$ cat src/lgpb_pkg.sv
// Shared widths, register indexes and payload structs for the gradient blend block.
// Used by every module of the block; depends on nothing else.
`default_nettype none

package lgpb_pkg;

  localparam int POS_FRAC_BITS = 16;

  localparam int COORD_W    = 16;
  localparam int DIFF_W     = COORD_W + 1;
  localparam int PROD_W     = 2 * DIFF_W;
  // Squared length is at most twice (2^16 - 1)^2, which needs one bit less than a product.
  localparam int LEN_W      = 2 * DIFF_W - 1;
  localparam int NUM_W      = 2 * DIFF_W;
  localparam int T_W        = POS_FRAC_BITS + 1;
  localparam int DVD_W      = LEN_W + T_W;
  localparam int GS_W       = T_W + 10;
  localparam int CHAN_W     = 8;
  localparam int PIX_W      = 4 * CHAN_W;
  localparam int MIX_W      = 2 * CHAN_W;
  localparam int CFG_IDX_W  = 3;
  localparam int CFG_DATA_W = 32;

  localparam int SETUP_STAGES = 4;
  localparam int BLEND_STAGES = 4;
  localparam int PIPE_DEPTH   = SETUP_STAGES + T_W + BLEND_STAGES;

  localparam logic [T_W-1:0]         T_ONE    = {1'b1, {POS_FRAC_BITS{1'b0}}};
  localparam logic signed [GS_W-1:0] G_HALF   =
    {{(GS_W - POS_FRAC_BITS){1'b0}}, 1'b1, {(POS_FRAC_BITS - 1){1'b0}}};
  localparam logic [CHAN_W-1:0]      CHAN_MAX = 8'd255;
  localparam logic [MIX_W-1:0]       MIX_BIAS = 16'd127;

  typedef enum logic [CFG_IDX_W-1:0] {
    REG_START_X    = 3'd0,
    REG_START_Y    = 3'd1,
    REG_END_X      = 3'd2,
    REG_END_Y      = 3'd3,
    REG_NEAR_COLOR = 3'd4,
    REG_FAR_COLOR  = 3'd5,
    REG_USE_SEL    = 3'd6
  } cfg_reg_t;

  typedef struct packed {
    logic signed [COORD_W-1:0] start_x;
    logic signed [COORD_W-1:0] start_y;
    logic signed [COORD_W-1:0] end_x;
    logic signed [COORD_W-1:0] end_y;
    logic [PIX_W-1:0]          near_color;
    logic [PIX_W-1:0]          far_color;
    logic                      use_selection;
  } cfg_t;

  // What travels alongside the position arithmetic.
  typedef struct packed {
    logic [PIX_W-1:0]  pixel;
    logic [CHAN_W-1:0] coverage;
    logic              pass;
    logic              t_zero;
    logic              t_one;
  } side_t;

  typedef struct packed {
    side_t            side;
    logic [LEN_W-1:0] den;
    logic [LEN_W-1:0] rem;
    logic [T_W-1:0]   low;
    logic [T_W-1:0]   quo;
  } div_stage_t;

endpackage

`default_nettype wire

$ cat src/lgpb_blend.sv
// Back of the pipeline: colour interpolation, coverage mix, divide by 255 and output register.
// Takes the position from lgpb_div and the colours from the register file; uses lgpb_pkg.
`default_nettype none

module lgpb_blend (
  input  wire logic                             clk,
  input  wire logic                             rst,
  input  wire lgpb_pkg::cfg_t                   cfg,
  input  wire logic                             in_valid,
  output logic                                  in_ready,
  input  wire lgpb_pkg::side_t                  in_side,
  input  wire logic [lgpb_pkg::T_W-1:0]         in_quo,
  output logic                                  out_valid,
  input  wire logic                             out_ready,
  output logic [lgpb_pkg::PIX_W-1:0]            out_pixel,
  output logic                                  out_modified
);

  logic b1_v, b2_v, b3_v, b4_v;
  logic b1_en, b2_en, b3_en, b4_en;

  logic [lgpb_pkg::T_W-1:0]            t_sel;
  logic signed [lgpb_pkg::CHAN_W:0]    fdiff    [4];
  logic signed [lgpb_pkg::GS_W-1:0]    prod_now [4];
  logic signed [lgpb_pkg::GS_W-1:0]    gsum     [4];
  logic [lgpb_pkg::MIX_W-1:0]          mix_now  [4];
  logic [lgpb_pkg::MIX_W:0]            dq       [4];
  logic [lgpb_pkg::PIX_W-1:0]          res_now;

  logic signed [lgpb_pkg::GS_W-1:0]    b1_prod  [4];
  lgpb_pkg::side_t                     b1_side;
  logic [lgpb_pkg::CHAN_W-1:0]         b2_g     [4];
  lgpb_pkg::side_t                     b2_side;
  logic [lgpb_pkg::CHAN_W-1:0]         b3_g     [4];
  logic [lgpb_pkg::MIX_W-1:0]          b3_mix   [4];
  lgpb_pkg::side_t                     b3_side;

  assign b4_en    = ~b4_v | out_ready;
  assign b3_en    = ~b3_v | b4_en;
  assign b2_en    = ~b2_v | b3_en;
  assign b1_en    = ~b1_v | b2_en;
  assign in_ready = b1_en;

  always_comb begin
    priority if (in_side.t_zero) begin
      t_sel = '0;
    end else if (in_side.t_one) begin
      t_sel = lgpb_pkg::T_ONE;
    end else begin
      t_sel = in_quo;
    end
  end

  // near*(1-t) + far*t is taken as near + (far-near)*t, one multiplier per channel.
  always_comb begin
    for (int c = 0; c < 4; c++) begin
      fdiff[c]    = $signed({1'b0, cfg.far_color[8*c +: 8]})
                  - $signed({1'b0, cfg.near_color[8*c +: 8]});
      prod_now[c] = fdiff[c] * $signed({1'b0, t_sel});
      gsum[c]     = $signed({3'b000, cfg.near_color[8*c +: 8],
                             {lgpb_pkg::POS_FRAC_BITS{1'b0}}})
                  + b1_prod[c] + lgpb_pkg::G_HALF;
      mix_now[c]  = ({8'd0, b2_g[c]} * {8'd0, b2_side.coverage})
                  + ({8'd0, b2_side.pixel[8*c +: 8]}
                     * {8'd0, lgpb_pkg::CHAN_MAX - b2_side.coverage})
                  + lgpb_pkg::MIX_BIAS;
      // Exact division by 255 for any value up to 65534, which covers the largest mix.
      dq[c]       = {1'b0, b3_mix[c]} + 17'd1 + {9'd0, b3_mix[c][15:8]};
      res_now[8*c +: 8] = cfg.use_selection ? dq[c][15:8] : b3_g[c];
    end
  end

  always_ff @(posedge clk) begin
    if (rst) begin
      b1_v <= 1'b0;
      b2_v <= 1'b0;
      b3_v <= 1'b0;
      b4_v <= 1'b0;
    end else begin
      if (b1_en) b1_v <= in_valid;
      if (b2_en) b2_v <= b1_v;
      if (b3_en) b3_v <= b2_v;
      if (b4_en) b4_v <= b3_v;
    end
  end

  always_ff @(posedge clk) begin
    if (b1_en) begin
      b1_prod <= prod_now;
      b1_side <= in_side;
    end
    if (b2_en) begin
      for (int c = 0; c < 4; c++) begin
        b2_g[c] <= gsum[c][lgpb_pkg::POS_FRAC_BITS +: lgpb_pkg::CHAN_W];
      end
      b2_side <= b1_side;
    end
    if (b3_en) begin
      b3_g    <= b2_g;
      b3_mix  <= mix_now;
      b3_side <= b2_side;
    end
    if (b4_en) begin
      out_pixel    <= b3_side.pass ? b3_side.pixel : res_now;
      out_modified <= ~b3_side.pass;
    end
  end

  assign out_valid = b4_v;

endmodule

`default_nettype wire

$ cat config.mk
export PLATFORM = sky130hd
export DESIGN_NAME = lgpb_blend
export DESIGN_NICKNAME = d
export VERILOG_FILES = /design/src/lgpb_pkg.sv /design/src/lgpb_blend.sv
export SDC_FILE = /design/constraint.sdc
export NUM_CORES = 2
export LEC_CHECK = 0
export ABC_AREA = 1
export ABC_CLOCK_PERIOD_IN_PS = 10600
export BUFFER_PORTS_ARGS = -buffer_cell sky130_fd_sc_hd__buf_2
export CAP_MARGIN = 20
export CORE_UTILIZATION = 45
export DETAILED_ROUTE_END_ITERATION = 8
export GPL_ROUTABILITY_DRIVEN = 1
export GPL_TIMING_DRIVEN = 0
export PLACE_DENSITY = 0.59
export SETUP_SLACK_MARGIN = 0.5
export SLEW_MARGIN = 40
export SYNTH_ARGS = -nofsm -noshare
export SYNTH_HDL_FRONTEND = slang
export SYNTH_SLANG_ARGS = --single-unit
$ cat constraint.sdc
create_clock -name clk -period 10.6 [get_ports clk]
set_input_delay 1.06 -clock clk [delete_from_list [all_inputs] [get_ports clk]]
set_output_delay 1.06 -clock clk [all_outputs]
set_load 0.02 [all_outputs]
* After elaboration in Yosys (flattened, before gate mapping)
Index checks and enable logic that the tools add are counted.
** Storage, ports and cells
- Bits in registers :: 376
- Input bits :: 193
- Output and inout bits :: 35
** Operators by class
- Add/sub/neg operators :: 29
- Multiply operators :: 12
- Muxes and demuxes :: 7
- Bitwise logic cells :: 9
** Operators with widths (number)
- multiplier 8 x 8 -> 16 bit :: 8
- adder 24 x 17 -> 24 bit, second input constant :: 4
- adder 24 bit :: 4
- multiplier 9 x 18 -> 24 bit :: 4
- adder 16 x 1 -> 16 bit, second input constant :: 4
- adder 16 bit :: 4
- adder 16 x 7 -> 16 bit, second input constant :: 4
- adder 16 x 8 -> 16 bit :: 4
- subtractor 8 x 8 -> 9 bit :: 4
- 2-to-1 mux 17 bit :: 2
- 2-to-1 mux 32 bit :: 1
- 2-to-1 mux 8 bit :: 4
- subtractor 8 bit, first input constant :: 1
- inverter 1 bit :: 5
- OR 1 bit :: 4

* Depth between registers and ports, before layout
- Word-level depth :: 5
- Mapped depth :: 32

* Least setup slack after synthesis
OpenSTA, ideal clock, no wires.
- Kind :: input to output
- From :: in out_ready
- To :: out in_ready
- Arrival time :: 6.466 ns
- Setup slack :: 3.074 ns
- Stages on the path :: 6
- Path buffers :: 0
- Cell sequence :: nor2_1 inv_1 nor2_1 inv_1 nor2_1 nand2_1
** On the way
- Cells in the longest elaborated chain, start to end :: 4
** Ends and longest elaborated chain
- start, declared :: line lgpb_blend.sv:14 : input wire logic out_ready,
- OR 1 bit :: line lgpb_blend.sv:38 : assign b4_en = ~b4_v | out_ready;
- named net b4_en :: line lgpb_blend.sv:20 : logic b1_en, b2_en, b3_en, b4_en;
- OR 1 bit :: line lgpb_blend.sv:39 : assign b3_en = ~b3_v | b4_en;
- named net b3_en :: line lgpb_blend.sv:20
- OR 1 bit :: line lgpb_blend.sv:40 : assign b2_en = ~b2_v | b3_en;
- OR 1 bit :: line lgpb_blend.sv:41 : assign b1_en = ~b1_v | b2_en;
- end, declared :: line lgpb_blend.sv:10 : output logic in_ready,
The timed path passes the listed nets, and every way through them passes these cells.

==> results.txt <==
The basic-gate share of the synthesized area counting and, or, nand and nor cells is 17.03%. In this run, synthesis inferred between 300 and 400 flip-flops with an integrated enable. The weighted congestion reported at the end of routability-driven placement came out at ~0.95. The clock tree skew after final layout came out at around 18 ps. The floorplan die area came out at 113,000 µm². The detailed-route DRC error count is 0. The portion of netlist area occupied by mux cells came out at 0%. The run finished with clean final reports.

The width of the die came out at between 300 and 400 µm. The number of cells on the worst reg-to-reg path came out at 21. Yosys attributes the largest share of cell area to fa_1 (33%), edfxtp_1 (19%), ha_1 (13%). The final hold violation count came out at 0.

After detailed routing, the number of vias per cell comes to around 5.1. The clock-pin slew on the worst setup and hold paths came out at about 60 ps. The pin count of the biggest net entering global routing came out at slightly below 70.

The floorplan has roughly 120 rows. The startpoint identified for the worst register-to-register timing path is b2_side[6]$_DFFE_PP_. The proportion of register bits with asynchronous set or reset after synthesis came out at 0%. For this design, the slowest cell found on the critical path is clkbuf_1. The count of inserted antenna diode cells came out at 0.

The HPWL after detailed placement came out at approximately 120 mm. The path type of the worst setup path is input pin to flop. Of the total synthesized cell area, the portion taken by XOR and XNOR cells is under 10%. The initial antenna violation count is 3. The number of pins exceeding their max-slew limit in the final report came out at 0. The fraction of final layout cells sized beyond drive strength 1 came out at approximately 5.6%. In this run, the number of DRC markers left after iteration 0 of detailed routing was ~2,700. At the pin with the least slew margin, the transition time is between 900 and 1000 ps.

TritonCTS built the clock tree. The library cell with the largest summed area after synthesis is fa_1. Setup violations remaining at the end of the flow were counted as 0. The sum of overflow across all layers after global routing is 0.

The endpoint required time on the critical path is roughly 11,000 ps. For this run, the number of Yosys warnings is 0. Clock latency on the worst-skew pair, taken at its later pin, is ~600 ps. Together, buffers and inverters on the worst path number 8. The fraction of the mapped netlist area in adder cells came out at 46.43%. The number of top-level pins came out at between 200 and 250. Setup repair after global routing left no endpoint under its margin. The global routing usage on met1 is 35.33%. STA classifies the critical path endpoint as a flop.

The y dimension of the die came out at around 340 µm. Post-CTS timing repair inserted 0 buffers for setup. Leaving out fill and tap cells, the most frequent cell in the layout is inv_1. The average wire per cell in the routed design came out at 19.53 µm. For this run, the post-layout net count is approximately 7,600. The initial core utilization is between 40% and 50%. The number of clock sinks seen by CTS is roughly 320. The area added between synthesis and finish came out at 8.291%. The final critical delay including setup and external delays is roughly 6900 ps. Tracing the worst setup path back leads to its startpoint at cfg[9]. The via count of the first global-routing pass is 39,710. The synthesized area came out at about 50,000 µm².

CTS placed an instance of clkbuf_16 at the clock tree root. The first detailed-routing pass ran for 7 iterations. In this design, the critical path's most frequently occurring cell is nand2_1. The synthesized net count came out at approximately 7,400. The top-area cell type share of the netlist area came out at between 30 and 40%. After floorplanning, the core was sized to cover 110,700 µm². The logic depth of the worst path, buffers included came out at 30. The total wire length came out at about 150 mm. The CTS buffer count came out at 40.

The worst setup path is launched from an input pin. The post-synthesis sequential area ratio came out at 18.81%. The global routing usage on met3 is between 3 and 4%. The largest incremental delay on the critical path came out at a little under 600 ps. Global routing consumed, on the met2 layer, 44.51% of the routing resources. Broken down by cell family, the worst path's largest delay share belongs to adder cells. The antenna violation net count after detailed routing came out at 0. Leaving out fill and tap cells, the most frequent cells in the layout are inv_1 (1,284), nand2_1 (1,224), fa_1 (840), nor2_1 (686), ha_1 (520). The path class of the tightest hold or removal check is flop to flop. The number of buffers inserted for hold repair after clock tree synthesis is 0. The max-cap check violation count came out at 0. The number of buffers on the longest clock path came out at 3. The total global routing track utilization came out at between 20% and 30%. The worst setup path endpoint is b1_prod[75]$_DFFE_PP_. In this run the critical register-to-register path is captured at b3_mix[28]$_DFFE_PP_. The most congested layer reported by global routing is met2. The relative slew slack came out at 37.44%. The number of cells in the design after placement is between 7,000 and 8,000. The total vias in the final route is slightly below 40,000. For this run, the leading register cell type out of synthesis is edfxtp_1. Across all register-to-register paths, the minimum setup slack is just under 4000 ps. The count of state elements after synthesis came out at around 320. The endpoint arrival time on the critical path came out at a little over 7000 ps.

The post-synthesis area per instance came out at around 8.6 µm². After synthesis, the largest family of logic cells by area is adder cells. The number of buffer cells added on primary ports came out at between 150 and 200. Once layout is complete, the cells apart from fillers number 7,557. The final worst-path cycle share came out at 65.35%. The compound-cell area share of the yosys netlist is under 10%. The distinct cell type count after synthesis is between 40 and 50. The layout has about 11,000 filler cells.

The synthesized instance count came out at 5,827. Post-CTS repair changed the size of 0 cells. The first-pass GRT wire length is around 230 mm. For this run, the top clock speed supported by timing is 0.1444 GHz. Of all nets on the critical path, the largest fanout is 10. The H-tree depth is 2.
layer usage:
layer / wire length [µm] / part of all wire (%)
met1: 61710 / 42
met2: 69070 / 47
met3: 9287 / 6.3
met4: 7479 / 5.1
met5: 0 / 0
area by class of cell:
type / instances / area, µm² / share of cell area, %
clock buffer: 45 / 1020 / 1.874
sequential: 316 / 9449 / 17.37
clock inverter: 29 / 262.8 / 0.4830
inverter: 1294 / 4872 / 8.956
tap: 1488 / 1862 / 3.422
buffer: 193 / 834.6 / 1.534
timing repair buffer: 168 / 929.6 / 1.709
multi-input combinational: 4024 / 35170 / 64.65
cell usage after synthesis (all sizes together), types with 4 or more instances:
cell type and instances:
buf 37, edfxtp 312, a31oi 15, clkbuf 156, a21oi 198, clkinv 4
nor3 24, o21bai 15, xor2 96, nand2 1230, inv 1290, nand3 151
nand4 39, nor2 689, xnor2 47, o21ai 73, nor4 13, nand3b 11
a21o 19, a21boi 5, fa 840, o211ai 13, o21a 8, dfxtp 4
or2 7, ha 520
flip-flops by register name, indices dropped and copies added (netlist names):
signal	cells
b3_mix	64
b1_side	41
b2_side	41
b1_prod	36
b3_side	33
b2_g	32
b3_g	32
out_pixel	32
b1_v	1
b2_v	1
b3_v	1
out_modified	1
out_valid	1
how the worst min path moves through the flow:
stage                           from               endpoint  cells after the start
6_report       b1_side[32]$_DFFE_PP_  b2_side[32]$_DFFE_PP_                      0
5_1_grt        b1_side[32]$_DFFE_PP_  b2_side[32]$_DFFE_PP_                      0
4_1_cts        b1_side[32]$_DFFE_PP_  b2_side[32]$_DFFE_PP_                      0
3_5_place_dp    b1_side[4]$_DFFE_PP_   b2_side[4]$_DFFE_PP_                      0
3_3_place_gp   b1_side[10]$_DFFE_PP_  b2_side[10]$_DFFE_PP_                      0
2_1_floorplan  b1_side[10]$_DFFE_PP_  b2_side[10]$_DFFE_PP_                      0
stage by stage:
step                setup TNS (ps)  hold WS (ps)  cell area [µm²]  utilization (%)  worst slack (ps)
floorplan                        0         400.3            50240                -              3074
global placement            -914.2         403.7            52910            47.81            -914.2
detailed placement               0         405.4            53120            48.00              3103
CTS                              0         413.6            54400            49.15              3706
global route                     0         414.0            54400            49.16              3318
finish                           0         412.9            54400            49.16              3673
cells by family after synthesis:
kind of cell               Yosys count
AOI/OAI and AO/OA                  357
xor gates and xnor gates           143
adders and majority gates         1360
buffers and inverters             1487
DFF                                316
and+or+nand+nor                   2164
Power is left out: the tool's default activity adds up to more than one toggle a clock period on the data nets, which glitch-free logic cannot reach.
