[config.mk]
export PLATFORM = sky130hd
export DESIGN_NAME = lgpb_setup
export DESIGN_NICKNAME = d
export VERILOG_FILES = /design/src/lgpb_pkg.sv /design/src/lgpb_setup.sv
export SDC_FILE = /design/constraint.sdc
export NUM_CORES = 2
export LEC_CHECK = 0
export ABC_AREA = 1
export BUFFER_PORTS_ARGS = -buffer_cell sky130_fd_sc_hd__buf_2
export CORE_UTILIZATION = 50
export DETAILED_ROUTE_END_ITERATION = 12
export PLACE_DENSITY = 0.77
export SYNTH_ARGS = -nofsm -noshare
export SYNTH_HDL_FRONTEND = slang
export SYNTH_SLANG_ARGS = --single-unit
[constraint.sdc]
create_clock -name clk -period 12.1 [get_ports clk]
set_input_delay 0 -clock clk [delete_from_list [all_inputs] [get_ports clk]]
set_output_delay 0 -clock clk [all_outputs]
set_load 0.02 [all_outputs]
[src/lgpb_pkg.sv]
// Shared widths, register indexes and payload structs for the gradient blend block.
// Used by every module of the block; depends on nothing else.
`default_nettype none

package lgpb_pkg;

  localparam int POS_FRAC_BITS = 16;

  localparam int COORD_W    = 16;
  localparam int DIFF_W     = COORD_W + 1;
  localparam int PROD_W     = 2 * DIFF_W;
  // Squared length is at most twice (2^16 - 1)^2, which needs one bit less than a product.
  localparam int LEN_W      = 2 * DIFF_W - 1;
  localparam int NUM_W      = 2 * DIFF_W;
  localparam int T_W        = POS_FRAC_BITS + 1;
  localparam int DVD_W      = LEN_W + T_W;
  localparam int GS_W       = T_W + 10;
  localparam int CHAN_W     = 8;
  localparam int PIX_W      = 4 * CHAN_W;
  localparam int MIX_W      = 2 * CHAN_W;
  localparam int CFG_IDX_W  = 3;
  localparam int CFG_DATA_W = 32;

  localparam int SETUP_STAGES = 4;
  localparam int BLEND_STAGES = 4;
  localparam int PIPE_DEPTH   = SETUP_STAGES + T_W + BLEND_STAGES;

  localparam logic [T_W-1:0]         T_ONE    = {1'b1, {POS_FRAC_BITS{1'b0}}};
  localparam logic signed [GS_W-1:0] G_HALF   =
    {{(GS_W - POS_FRAC_BITS){1'b0}}, 1'b1, {(POS_FRAC_BITS - 1){1'b0}}};
  localparam logic [CHAN_W-1:0]      CHAN_MAX = 8'd255;
  localparam logic [MIX_W-1:0]       MIX_BIAS = 16'd127;

  typedef enum logic [CFG_IDX_W-1:0] {
    REG_START_X    = 3'd0,
    REG_START_Y    = 3'd1,
    REG_END_X      = 3'd2,
    REG_END_Y      = 3'd3,
    REG_NEAR_COLOR = 3'd4,
    REG_FAR_COLOR  = 3'd5,
    REG_USE_SEL    = 3'd6
  } cfg_reg_t;

  typedef struct packed {
    logic signed [COORD_W-1:0] start_x;
    logic signed [COORD_W-1:0] start_y;
    logic signed [COORD_W-1:0] end_x;
    logic signed [COORD_W-1:0] end_y;
    logic [PIX_W-1:0]          near_color;
    logic [PIX_W-1:0]          far_color;
    logic                      use_selection;
  } cfg_t;

  // What travels alongside the position arithmetic.
  typedef struct packed {
    logic [PIX_W-1:0]  pixel;
    logic [CHAN_W-1:0] coverage;
    logic              pass;
    logic              t_zero;
    logic              t_one;
  } side_t;

  typedef struct packed {
    side_t            side;
    logic [LEN_W-1:0] den;
    logic [LEN_W-1:0] rem;
    logic [T_W-1:0]   low;
    logic [T_W-1:0]   quo;
  } div_stage_t;

endpackage

`default_nettype wire

[src/lgpb_setup.sv]
// Front of the pipeline: offsets, the four products, their sums and the clamp decision.
// Produces the dividend and divisor for lgpb_div; uses lgpb_pkg.
`default_nettype none

module lgpb_setup (
  input  wire logic                                 clk,
  input  wire logic                                 rst,
  input  wire lgpb_pkg::cfg_t                       cfg,
  input  wire logic                                 in_valid,
  output logic                                      in_ready,
  input  wire logic signed [lgpb_pkg::COORD_W-1:0]  canvas_x,
  input  wire logic signed [lgpb_pkg::COORD_W-1:0]  canvas_y,
  input  wire logic [lgpb_pkg::PIX_W-1:0]           pixel,
  input  wire logic                                 inside_selection,
  input  wire logic [lgpb_pkg::CHAN_W-1:0]          coverage,
  output logic                                      out_valid,
  input  wire logic                                 out_ready,
  output lgpb_pkg::side_t                           out_side,
  output logic [lgpb_pkg::LEN_W-1:0]                out_den,
  output logic [lgpb_pkg::DVD_W-1:0]                out_dvd
);

  logic s1_v, s2_v, s3_v, s4_v;
  logic s1_en, s2_en, s3_en, s4_en;

  logic signed [lgpb_pkg::DIFF_W-1:0] rx_now, ry_now, dx_now, dy_now;
  logic                               pass_now;

  logic signed [lgpb_pkg::DIFF_W-1:0] s1_rx, s1_ry, s1_dx, s1_dy;
  lgpb_pkg::side_t                    s1_side;

  logic signed [lgpb_pkg::PROD_W-1:0] s2_pxx, s2_pyy, s2_pnx, s2_pny;
  lgpb_pkg::side_t                    s2_side;

  logic signed [lgpb_pkg::PROD_W-1:0] len_sum;
  logic [lgpb_pkg::LEN_W-1:0]         s3_len2;
  logic signed [lgpb_pkg::NUM_W-1:0]  s3_num;
  lgpb_pkg::side_t                    s3_side;

  logic                               t_zero_now, t_one_now;
  logic [lgpb_pkg::DVD_W-1:0]         dvd_now;

  // A stage moves on when it is empty or the stage after it moves on.
  assign s4_en    = ~s4_v | out_ready;
  assign s3_en    = ~s3_v | s4_en;
  assign s2_en    = ~s2_v | s3_en;
  assign s1_en    = ~s1_v | s2_en;
  assign in_ready = s1_en;

  always_comb begin
    rx_now = $signed({canvas_x[lgpb_pkg::COORD_W-1], canvas_x})
           - $signed({cfg.start_x[lgpb_pkg::COORD_W-1], cfg.start_x});
    ry_now = $signed({canvas_y[lgpb_pkg::COORD_W-1], canvas_y})
           - $signed({cfg.start_y[lgpb_pkg::COORD_W-1], cfg.start_y});
    dx_now = $signed({cfg.end_x[lgpb_pkg::COORD_W-1], cfg.end_x})
           - $signed({cfg.start_x[lgpb_pkg::COORD_W-1], cfg.start_x});
    dy_now = $signed({cfg.end_y[lgpb_pkg::COORD_W-1], cfg.end_y})
           - $signed({cfg.start_y[lgpb_pkg::COORD_W-1], cfg.start_y});
    pass_now = (cfg.start_x == cfg.end_x && cfg.start_y == cfg.end_y)
            || (cfg.use_selection && (!inside_selection || coverage == '0));
  end

  assign len_sum = s2_pxx + s2_pyy;

  always_comb begin
    t_zero_now = s3_num[lgpb_pkg::NUM_W-1] || (s3_num == '0);
    t_one_now  = s3_num >= $signed({1'b0, s3_len2});
    dvd_now    = {1'b0, s3_num[lgpb_pkg::LEN_W-1:0], {lgpb_pkg::POS_FRAC_BITS{1'b0}}}
               + lgpb_pkg::DVD_W'(s3_len2 >> 1);
  end

  always_ff @(posedge clk) begin
    if (rst) begin
      s1_v <= 1'b0;
      s2_v <= 1'b0;
      s3_v <= 1'b0;
      s4_v <= 1'b0;
    end else begin
      if (s1_en) s1_v <= in_valid;
      if (s2_en) s2_v <= s1_v;
      if (s3_en) s3_v <= s2_v;
      if (s4_en) s4_v <= s3_v;
    end
  end

  always_ff @(posedge clk) begin
    if (s1_en) begin
      s1_rx           <= rx_now;
      s1_ry           <= ry_now;
      s1_dx           <= dx_now;
      s1_dy           <= dy_now;
      s1_side.pixel    <= pixel;
      s1_side.coverage <= coverage;
      s1_side.pass     <= pass_now;
      s1_side.t_zero   <= 1'b0;
      s1_side.t_one    <= 1'b0;
    end
    if (s2_en) begin
      s2_pxx  <= s1_dx * s1_dx;
      s2_pyy  <= s1_dy * s1_dy;
      s2_pnx  <= s1_rx * s1_dx;
      s2_pny  <= s1_ry * s1_dy;
      s2_side <= s1_side;
    end
    if (s3_en) begin
      s3_len2 <= len_sum[lgpb_pkg::LEN_W-1:0];
      s3_num  <= s2_pnx + s2_pny;
      s3_side <= s2_side;
    end
    if (s4_en) begin
      out_side.pixel    <= s3_side.pixel;
      out_side.coverage <= s3_side.coverage;
      out_side.pass     <= s3_side.pass;
      out_side.t_zero   <= t_zero_now;
      out_side.t_one    <= t_one_now;
      out_den           <= s3_len2;
      out_dvd           <= dvd_now;
    end
  end

  assign out_valid = s4_v;

endmodule

`default_nettype wire

## Word level (Yosys, flattened, before mapping)

Index checks and enable logic that the tools add are counted.

| cells by class | value |
|---|---|
| add/sub/neg operators | 7 |
| multipliers | 4 |
| magnitude comparators | 1 |
| equality and inequality tests | 2 |
| reduce and logical (&&, ||, !) cells | 8 |
| bitwise operators | 8 |

Operator list:

| kind | number |
|---|---|
| 17-bit by 17-bit multiplier with 34-bit output | 2 |
| 16-bit by 16-bit subtractor with 17-bit output | 4 |
| 17-bit by 17-bit multiplier with 33-bit output | 2 |
| 49-bit by 32-bit adder with 50-bit output | 1 |
| 34-bit adder | 1 |
| 34-bit greater-or-equal comparator | 1 |
| 34-bit zero test | 1 |
| 33-bit adder | 1 |
| 16-bit equality test | 2 |
| 8-bit zero test | 1 |
| 1-bit NOT | 4 |
| 1-bit bitwise OR | 4 |
| 1-bit logical OR | 3 |
| 1-bit logical AND | 2 |
| 1-bit zero test | 1 |

| word-level totals | value |
|---|---|
| word-level logic and storage cells | 60 |
| bits in registers | 522 |
| output and inout port bits | 128 |
| input bits | 206 |

## Logic depth before layout (Yosys ltp)

| logic depth | value |
|---|---|
| word-level depth | 5 |
| depth in mapped cells | 29 |
| depth with buffers taken out | 27 |

## Worst setup path after synthesis

Ideal clock, no wire load.

| timing | value |
|---|---|
| path type | flip-flop to flip-flop |
| start point | register s4_v (netlist: out_valid) |
| end point | register s2_pnx[0] (netlist bit) (enable) |
| data required time | 11.574 ns |
| path buffers | 0 |
| period minus slack after synthesis | 9.023 ns |
| arrival | 8.497 ns |
| slack | 3.077 ns |
| cell stages (with the launch flop) | 8 |
| library setup time | 0.526 ns |
| path through | dfxtp_1 -> inv_1 -> nor2_1 -> inv_1 -> nor2_1 -> inv_1 -> nor2_1 -> inv_1 |

| between the ends | value |
|---|---|
| word-level cells in the longest chain between the ends | 4 |

RTL lines:

| item | line | source |
|---|---|---|
| start, declared | lgpb_setup.sv:23 | `logic s1_v, s2_v, s3_v, s4_v;` |
| start signal, assigned | lgpb_setup.sv:82 | `if (s4_en) s4_v <= s3_v;` |
| 1-bit NOT | lgpb_setup.sv:44 | `assign s4_en = ~s4_v \| out_ready;` |
| 1-bit bitwise OR | lgpb_setup.sv:44 |  |
| via s4_en | lgpb_setup.sv:24 | `logic s1_en, s2_en, s3_en, s4_en;` |
| 1-bit bitwise OR | lgpb_setup.sv:45 | `assign s3_en = ~s3_v \| s4_en;` |
| via s3_en | lgpb_setup.sv:24 |  |
| 1-bit bitwise OR | lgpb_setup.sv:46 | `assign s2_en = ~s2_v \| s3_en;` |
| via s2_en | lgpb_setup.sv:24 |  |
| end signal, assigned | lgpb_setup.sv:101 | `s2_pnx <= s1_rx * s1_dx;` |
| end, declared | lgpb_setup.sv:32 | `logic signed [lgpb_pkg::PROD_W-1:0] s2_pxx, s2_pyy, s2_pnx, s2_pny;` |

The timed path passes the listed nets, and every way through them passes these cells.
A chain may end at the register's enable or synchronous reset.

## Worst setup path after layout

| timing | value |
|---|---|
| start point | register s1_dy[16] (netlist bit) |
| end point | register s2_pyy[25] (netlist bit), data pin |

| between the ends | value |
|---|---|
| word-level cells in the longest chain between the ends | 1 |

RTL lines:

| item | line | source |
|---|---|---|
| start, declared | lgpb_setup.sv:29 | `logic signed [lgpb_pkg::DIFF_W-1:0] s1_rx, s1_ry, s1_dx, s1_dy;` |
| start signal, assigned | lgpb_setup.sv:91 | `s1_dy <= dy_now;` |
| 17-bit by 17-bit multiplier with 33-bit output | lgpb_setup.sv:100 | `s2_pyy <= s1_dy * s1_dy;` |
| end signal, assigned | lgpb_setup.sv:100 |  |
| end, declared | lgpb_setup.sv:32 |  |

Every way passes these cells.

==> results.yml <==
status:
  outcome: "finished, final reports clean"
synth:
  synthCells: 8242
  synth_top_area_frac: 0.321
  yosysUniqueCellTypes: 45
  yosysMostFrequentCell: "inv_1"
  ys_seq_area_frac: 0.216
  async_flop_share: 0
  synth_largest_area_cell: "fa_1"
  synthesis.nets: 10100
  syn-cell-area_mm2: 0.0697
  synth_ff_type: "edfxtp_1"
  yosys_warnings: 0
  synth_edf_count: 500
  avgSynthCellArea_um2: 8.46
  ys_seq_elements: 504
  yosys-top-cells-count: "2,251 x inv_1, 2,040 x nand2_1, 1,120 x fa_1, 519 x ha_1, 500 x edfxtp_1"
  synth.area.top_cells: "fa_1 32%, edfxtp_1 22%, inv_1 12%"
route:
  initialDrtViolationCount: 3790
  avgRoutedWirePerCell_um: 16.5
  drc: 0
  dr_total_vias: 53500
  detail_route.vias_per_cell: 5.10
  ant_nets: 0
  drt-total-wl_um: 173000
  drtPass1Iterations: 7
floorplan:
  die_w_um: 375
  ios: 334
  num_rows: 136
  core_mm2: 0.138
  die_area_mm2: 0.141
  start_util: 0.505
  die_height_um: 375
setup_path:
  path_cells: "nand2_1 > inv_1 > fa_1 > inv_1 > fa_1 > inv_1 > fa_1 > fa_1 > fa_1 > inv_1 > fa_1 > inv_1 > ha_1 > a21oi_1 > o21ai_0 > a21oi_1 > nand3_1 > nand2_1 > nand2_1"
  ff2ff_path_depth: 19
  max_stage_delay_ns: 0.73
  rr_endpoint: "s2_pyy[25]$_DFFE_PP_"
  crit_slowest_cell: "edfxtp_1"
  crit_required_ns: 12.53
  crit_path_start: "s1_dy[16]$_DFFE_PP_"
  setup.worst_path.end: "s2_pyy[25]$_DFFE_PP_"
  cp-end-kind: "flip-flop"
  crit_fanout: 22
  setup.worst_path.class: "flip-flop to flip-flop"
  cpMostUsedCell: "fa_1"
  r2r_setup_slack_ns: 5.52
  r2r-start: "s1_dy[16]$_DFFE_PP_"
  cp.arrival_ns: 7.01
  critical_path.startpoint_type: "flip-flop"
cts:
  cts-buffers-inserted: 56
  clk-insertion-delay-late_ns: 0.69
  clock-root-buffer: "clkbuf_16"
  clock-sinks: 504
  cts.clk_slew.worst_paths_ns: 0.07
  cts_resized: 0
  clock_path_buffers: 3
  cts_tree: "built"
  htree_num_levels: 2
  post_cts_buffers: 0
timing:
  tightestPinTransition_ns: 1.04
  min_period_ns: 6.58
  finClkSkew_ns: 0.0466
  finalHoldViolCount: 0
  maxSlewHeadroom: 0.304
  rsz0062_at_grt: "no"
  slew_violations: 0
  fin_crit_sh: 0.544
  worst_slack_ns: 5.52
  setup_viol_count_final: 0
  max_freq_mhz: 152
  setup_tns_ns: 0
placement:
  place_area_mm2: 0.0728
  dp_hpwl_um: 141000
  place_congestion: 0.978
  io_buffers: 269
  preCtsSetupSlack_ns: 5.66
global_routing:
  first_global_vias: 55900
  grt-ovfl-total: 0
  grt_pass1_wl_um: 285000
  antenna_found_initial: 1
  grt_max_degree: 93
  grtUsageTotal: 0.253
min_path:
  min_path_type: "primary input to flip-flop"
finish:
  drive_gt1_frac: 0.0507
  stdcell_area_mm2: 0.0767
  area_growth_pct: 9.91
  fin_nets: 10400
job:
  maxCapViolCount: 0
sequential cells by signal, summed over array words and instances (netlist names), 34 cells and up:
signal and flops:
out_side 43, s1_side 41, s2_side 41, s3_side 41
out_dvd 34, s2_pnx 34, s2_pny 34, s3_num 34
kinds of logic after synthesis:
logic type | synth area share
AOI/OAI and AO/OA | 0.0415
buffers and inverters | 0.134
and+or+nand+nor | 0.167
DFF | 0.216
xor gates and xnor gates | 0.0262
adders and majority gates | 0.415
worst max-delay path: cells and delay by family, from the launching register on:
kind | cells | cell delay [ns]
compound gates | 3 | 0.85
simple gates | 4 | 0.53
fa+ha+maj | 7 | 3.60
flops | 1 | 0.73
buf+inv | 5 | 0.60
what timing repair did:
| item | CTS | global route |
|---|---|---|
| setup endpoints to repair | 0 | 0 |
| endpoints found under the hold margin | 113 | 0 |
| hold buffers | 190 | 0 |
how the worst min path moves through the flow:
stage              start                      to  slack, ns  depth (start not counted)
2_1_floorplan        rst  out_valid$_SDFFE_PP0P_       0.07                          1
3_3_place_gp    pixel[6]   s1_side[17]$_DFFE_PP_       0.18                          1
3_5_place_dp    pixel[6]   s1_side[17]$_DFFE_PP_       0.18                          1
4_1_cts         cfg[124]     s1_rx[11]$_DFFE_PP_      0.001                          4
5_1_grt        pixel[11]   s1_side[22]$_DFFE_PP_       0.02                          2
6_report        cfg[126]     s1_rx[13]$_DFFE_PP_       0.01                          5
per-stage QoR:
stage          hold WS (ns)  cells  utilization
5_1_grt              0.0226  10500        0.555
3_3_place_gp          0.177  10200        0.528
4_1_cts             0.00100  10500        0.555
6_report             0.0144  10500        0.556
2_1_floorplan        0.0691   8242            -
3_5_place_dp          0.179  10200        0.528
cell type report:
| cell class | instances | area [um2] |
|---|---|---|
| fillers | 12200 | 61300 |
| clock inverters | 35 | 488 |
| flip-flops and latches | 504 | 15100 |
| inverters | 2252 | 8460 |
| clock buffers | 69 | 1450 |
| diodes | 2 | 5.00 |
| repair buffers | 498 | 3540 |
| multi-input cells | 5258 | 45300 |
| well taps | 1863 | 2330 |
routing by layer:
layer | GRT usage | wire length (um) | part of all wire | vias up
met2 | 0.428 | 83300 | 0.48 | 1895
met3 | 0.0329 | 12100 | 0.070 | 297
met4 | 0.0732 | 5040 | 0.029 | 0
met1 | 0.341 | 72800 | 0.42 | 26100
li1 | - | - | - | 25200
met5 | 0 | 0 | 0 | -
layout by cell type, fill, tap and decap left out, types with 15 or more instances in the layout:
cell type         n
clkbuf_16        56
nand3b_1         15
dlygate4sd3_1   190
ha_1            519
edfxtp_1        500
xnor2_1          49
o21ai_0         144
nor2_1          373
inv_1          2248
or2_2            18
buf_2           269
nor3_1           62
nand3_1         243
o21bai_1         37
a21oi_1         292
nand2_1        2039
buf_4            39
fa_1           1120
xor2_1          160
a21o_1           23
nand4_1          83
nor4_1           18
Power is not shown: default switching activity piles up to over one toggle a cycle in this logic, so the estimate is an artifact.
